<file path="config.mk">
export PLATFORM = sky130hd
export DESIGN_NAME = pab_fifo
export DESIGN_NICKNAME = d
export VERILOG_FILES = /design/src/sv/pab_pkg.sv /design/src/sv/pab_fifo.sv
export SDC_FILE = /design/constraint.sdc
export NUM_CORES = 1
export LEC_CHECK = 0
export BUFFER_PORTS_ARGS = -buffer_cell sky130_fd_sc_hd__buf_2
export CAP_MARGIN = 20
export CELL_PAD_IN_SITES_DETAIL_PLACEMENT = 0
export CELL_PAD_IN_SITES_GLOBAL_PLACEMENT = 1
export CORE_ASPECT_RATIO = 1.4
export CORE_MARGIN = 10
export CORE_UTILIZATION = 45
export CTS_BUF_LIST = sky130_fd_sc_hd__clkbuf_16
export DETAILED_ROUTE_END_ITERATION = 6
export PLACE_DENSITY_LB_ADDON = 0.1
export SYNTH_ARGS = -nofsm -noshare
export SYNTH_HDL_FRONTEND = slang
export SYNTH_SLANG_ARGS = --single-unit
</file>
<file path="constraint.sdc">
create_clock -name clk_i -period 2.39 [get_ports clk_i]
set_input_delay 0.1195 -clock clk_i [delete_from_list [all_inputs] [get_ports clk_i]]
set_output_delay 0.1195 -clock clk_i [all_outputs]
set_load 0.005 [all_outputs]
</file>
<file path="src/sv/pab_pkg.sv">
// Shared constants, types and widths for the palette alpha-over blender.
// Used by the front, queue, back and top-level modules.
package pab_pkg;

  localparam int PALETTE_COUNT       = 8;
  localparam int ENTRIES_PER_PALETTE = 256;
  localparam int STORE_DEPTH         = PALETTE_COUNT * ENTRIES_PER_PALETTE;
  localparam int STORE_AW            = $clog2(STORE_DEPTH);
  localparam int FIFO_DEPTH          = 4;
  localparam int FIFO_AW             = $clog2(FIFO_DEPTH);
  localparam int FIFO_CW             = $clog2(FIFO_DEPTH + 1);
  localparam int DIV_STAGES          = 9;
  localparam int REM_W               = 26;
  localparam logic [24:0] RECIP_255  = 25'd16843010;
  localparam logic [7:0] ALPHA_MAX   = 8'd255;
  localparam logic [7:0] ROUND_255   = 8'd127;

  typedef struct packed {
    logic [7:0] r;
    logic [7:0] g;
    logic [7:0] b;
    logic [7:0] a;
  } rgba_t;

  typedef struct packed {
    rgba_t src;
    rgba_t dst;
  } blend_item_t;

endpackage

</file>
<file path="src/sv/pab_fifo.sv">
// Short queue of looked-up blend items between front and back parts.
// Depends on pab_pkg.
module pab_fifo import pab_pkg::*; (
  input  logic               clk_i,
  input  logic               rst_ni,
  input  logic               push_i,
  input  blend_item_t        push_data_i,
  input  logic               pop_i,
  output blend_item_t        head_o,
  output logic               empty_o,
  output logic [FIFO_CW-1:0] cnt_o
);

  blend_item_t        mem_q [FIFO_DEPTH];
  logic [FIFO_AW-1:0] wp_q;
  logic [FIFO_AW-1:0] rp_q;
  logic [FIFO_CW-1:0] cnt_q;

  assign empty_o = (cnt_q == '0);
  assign cnt_o   = cnt_q;
  assign head_o  = mem_q[rp_q];

  always_ff @(posedge clk_i) begin
    if (push_i) begin
      mem_q[wp_q] <= push_data_i;
    end
  end

  always_ff @(posedge clk_i or negedge rst_ni) begin
    if (!rst_ni) begin
      wp_q  <= '0;
      rp_q  <= '0;
      cnt_q <= '0;
    end else begin
      if (push_i) begin
        wp_q <= (32'(wp_q) == FIFO_DEPTH - 1) ? '0 : wp_q + 1'b1;
      end
      if (pop_i) begin
        rp_q <= (32'(rp_q) == FIFO_DEPTH - 1) ? '0 : rp_q + 1'b1;
      end
      cnt_q <= cnt_q + FIFO_CW'(push_i) - FIFO_CW'(pop_i);
    end
  end

  a_no_overflow: assert property (@(posedge clk_i) disable iff (!rst_ni)
    push_i && !pop_i |-> 32'(cnt_q) < FIFO_DEPTH) else $error("queue overflow");
  a_no_underflow: assert property (@(posedge clk_i) disable iff (!rst_ni)
    pop_i |-> !empty_o) else $error("queue underflow");
  a_cnt_range: assert property (@(posedge clk_i) disable iff (!rst_ni)
    32'(cnt_q) <= FIFO_DEPTH) else $error("queue count out of range");

endmodule

</file>
==> summary.md <==
| Metric | Value |
|---|---|
| Sequential share of power | `46.6%` |
| Fillers | `1592` |
| 1st-iter DRT viols | `217` |
| Slew Viols, Final | `0` |
| Kind of critical path | `reg -> out` |
| Share of power burned in the clock network | `26.0%` |
| Final period util | `94.0%` |
| Layer with the highest usage | `met2` |
| Post-DP HPWL | `11.6 mm` |
| CTS clock-pin slew for the worst setup and hold paths | `0.06 ns` |
| Ranking of synthesized cells by area | `edfxtp_1 (80%), mux4_2 (15%), dfrtp_1 (1.8%)` |
| Comb power frac | `27.4%` |
| CTS Buf Count | `25` |
| P_sw | `3.62 mW` |
| WP data arrival | `2.13 ns` |
| Post-Route WL | `18.8 mm` |
| Routed Antenna Nets | `0` |
| Startpoint types | `register` |
| RSZ-0062 raised after global routing | `no` |
| Dpl cells | `762` |
| Pwr Density | `1110 nW/um2` |
| Buffers on Ports | `135` |
| Core Area | `21100 um2` |
| Initial core utilization | `45.6%` |
| Final setup viols | `0` |
| Core Rows | `63` |
| Footprint of the multi-input gates | `1660 um2` |
| Lkg Pwr | `4.26 nW` |
| Endpoint class of the critical path | `primary output` |
| Seq/Total Area, Yosys | `81.6%` |
| Clock buffer depth | `3` |
| Highest Clock Rate | `445 MHz` |
| Via Count | `4502` |
| Nets | `674` |
| Die area | `27700 um2` |
| Synth Net Count | `445` |
| Largest net degree at the start of global routing | `42` |
| Via density | `5.15` |
| Routability cong. | `0.692` |
| TNS Setup | `0 ns` |
| Slew @ Worst Pin | `0.529 ns` |
| DRT Pass-1 Iters | `4` |
| YS warnings | `0` |
| Final std cells w/o fill | `875` |
| Area leader, netlist | `edfxtp_1` |
| Avg Cell Area, Syn | `26.1 um2` |
| Hold Crit Class | `in -> reg` |
| DR DRC count | `0` |
| Met2 usage | `24.5%` |
| Ratio of cells with drive above 1 in the final layout | `40.9%` |
| Htree depth | `1` |
| Grt met3 use | `3.28%` |
| Area grow syn2layout | `26.3%` |
| Grt met1 use | `16.3%` |
| Clock sink count | `263` |
| Area of the mapped netlist | `9640 um2` |
| Switching share of power | `26.8%` |
| Final min period | `2.25 ns` |
| Wirelength per Cell | `21.5 um` |
| Vias in the first global route | `5156` |
| Internal | `9.90 mW` |
| Area share of the largest cell type after synthesis | `79.8%` |
| Worst path required time | `2.27 ns` |
| Overall Global Routing Usage | `13.8%` |
| Resized Gates After CTS | `0` |
| Max_cap viols | `0` |
| Clk Latency, worst-skew pair | `0.51 ns` |
| Flip-flop and latch count after synthesis | `263` |
| I/O Pins | `136` |
| Final Skew | `0.0129 ns` |
| TritonCTS clock tree | `done` |
| Clk Tree Root Cell | `clkbuf_16` |
| Mapped Cells | `369` |
| Register Area | `7870 um2` |
| Final Hold Fails | `0` |
| Distinct cells, synth | `18` |
| Outcome | `finished clean` |
| Crit Path Max Fanout | `14` |
| Chip width | `144 um` |
| Antenna violations before repair | `2` |
| Grt ovf | `0` |
| Die height | `193 um` |
| First-pass GRT wire length | `29.2 mm` |
| Maximum VDD drop | `0.635 mV` |
| Relative slew margins | `64.7%` |
[per-layer routing]
layer	up-vias	wire length [um]
met5	-	0
met4	0	407
met3	31	1050
met2	107	9990
met1	2334	7400
li1	2030	-
[cell families (layout without fill, tap and decap cells)]
| group | after synthesis | count (layout) | share of synthesized area (%) |
|---|---|---|---|
| flip-flops | 263 | 263 | 81.6 |
| AO/OA/AOI/OAI | 2 | 2 | 0.104 |
| multiplexers | 66 | 66 | 15.2 |
| XOR/XNOR | 2 | 2 | 0.182 |
| adder cells (fa/ha/maj) | 8 | 8 | 1.12 |
| buffers and inverters | 20 | 264 | 1.32 |
| AND/OR/NAND/NOR | 8 | 8 | 0.480 |
| other | 0 | 2 | 0 |
[cells in the mapped netlist]
master and instances:
buf_2 6, mux4_2 64, buf_6 5, inv_1 6, fa_1 1, and2_1 4
ha_1 7, nor3_1 1, xnor2_1 2, dfrtp_1 7, nor2_1 1, clkbuf_1 1
mux2_2 2, buf_4 2, o21ai_0 2, or3b_2 1, nand2_1 1, edfxtp_1 256
[state kept, by name (all words and copies together) (netlist names)]
register	cells
cnt_o	3
wp_q	2
rp_q	2
mem_q	256
[layout by cell type, fill, tap and decap left out, types with 4 or more instances in the layout]
master | Yosys | final
dlygate4sd3_1 | 0 | 68
inv_1 | 6 | 12
mux4_2 | 64 | 64
edfxtp_1 | 256 | 256
and2_4 | 0 | 4
ha_1 | 7 | 7
clkinv_2 | 0 | 4
dfrtp_1 | 7 | 5
buf_12 | 0 | 9
clkbuf_16 | 0 | 25
buf_4 | 2 | 4
clkinv_1 | 0 | 6
buf_2 | 6 | 135
[power by group through the flow]
stage,clock network [mW],logic [mW],registers (mW)
final,3.51,3.70,6.30
after global routing,3.84,4.07,6.38
after CTS,3.63,3.86,6.33
after detailed placement,0,3.65,6.49
after global placement,0,3.60,6.44
after floorplan,0,2.33,6.15
[worst paths after layout]
check,cells after the start,start,slack [ns],to
worst max-delay path,3,rp_q[0],0.14,head_o[51]
worst min-delay path,2,push_data_i[13],0.35,mem_q[3][13]
worst max register to register,8,cnt_o[0],0.70,cnt_o[2]
worst min register to register,1,cnt_o[1],0.57,cnt_o[2]
max in group asynchronous,3,rst_ni,1.51,rp_q[0]
min in group asynchronous,3,rst_ni,0.58,wp_q[1]
[critical path: stages (launching register included)]
cell and delay, ns:
dfrtp_4 0.65, buf_4 0.29, mux4_2 0.53, buf_2 0.14
[repair_timing]
action                                 in CTS  in global routing
setup buffers                               1                  0
hold buffers                               68                  0
endpoints found under the hold margin     268                  0
setup endpoints to repair                  41                  0
[through the flow]
stage	cell area, um2	worst slack (ns)	hold WS [ns]	utilization, %	power (mW)
CTS	12200	0.0773	0.317	57.6	13.8
detailed placement	10700	0.394	-0.0329	50.8	10.1
floorplan	9640	0.533	-0.176	-	8.48
global placement	10700	0.424	-0.0426	50.8	10.0
global route	12200	0.0166	0.349	57.6	14.3
finish	12200	0.144	0.347	57.6	13.5
[cell type report]
cell class | count | share of cell area, %
multi-input combinational | 86 | 13.6
timing repair buffer | 216 | 12.9
sequential | 263 | 64.7
clock buffer | 25 | 5.14
inverter | 6 | 0.185
antenna | 2 | 0.0411
clock inverter | 17 | 0.782
tap | 260 | 2.67
Note: power is estimated with default switching activity, not from simulation.
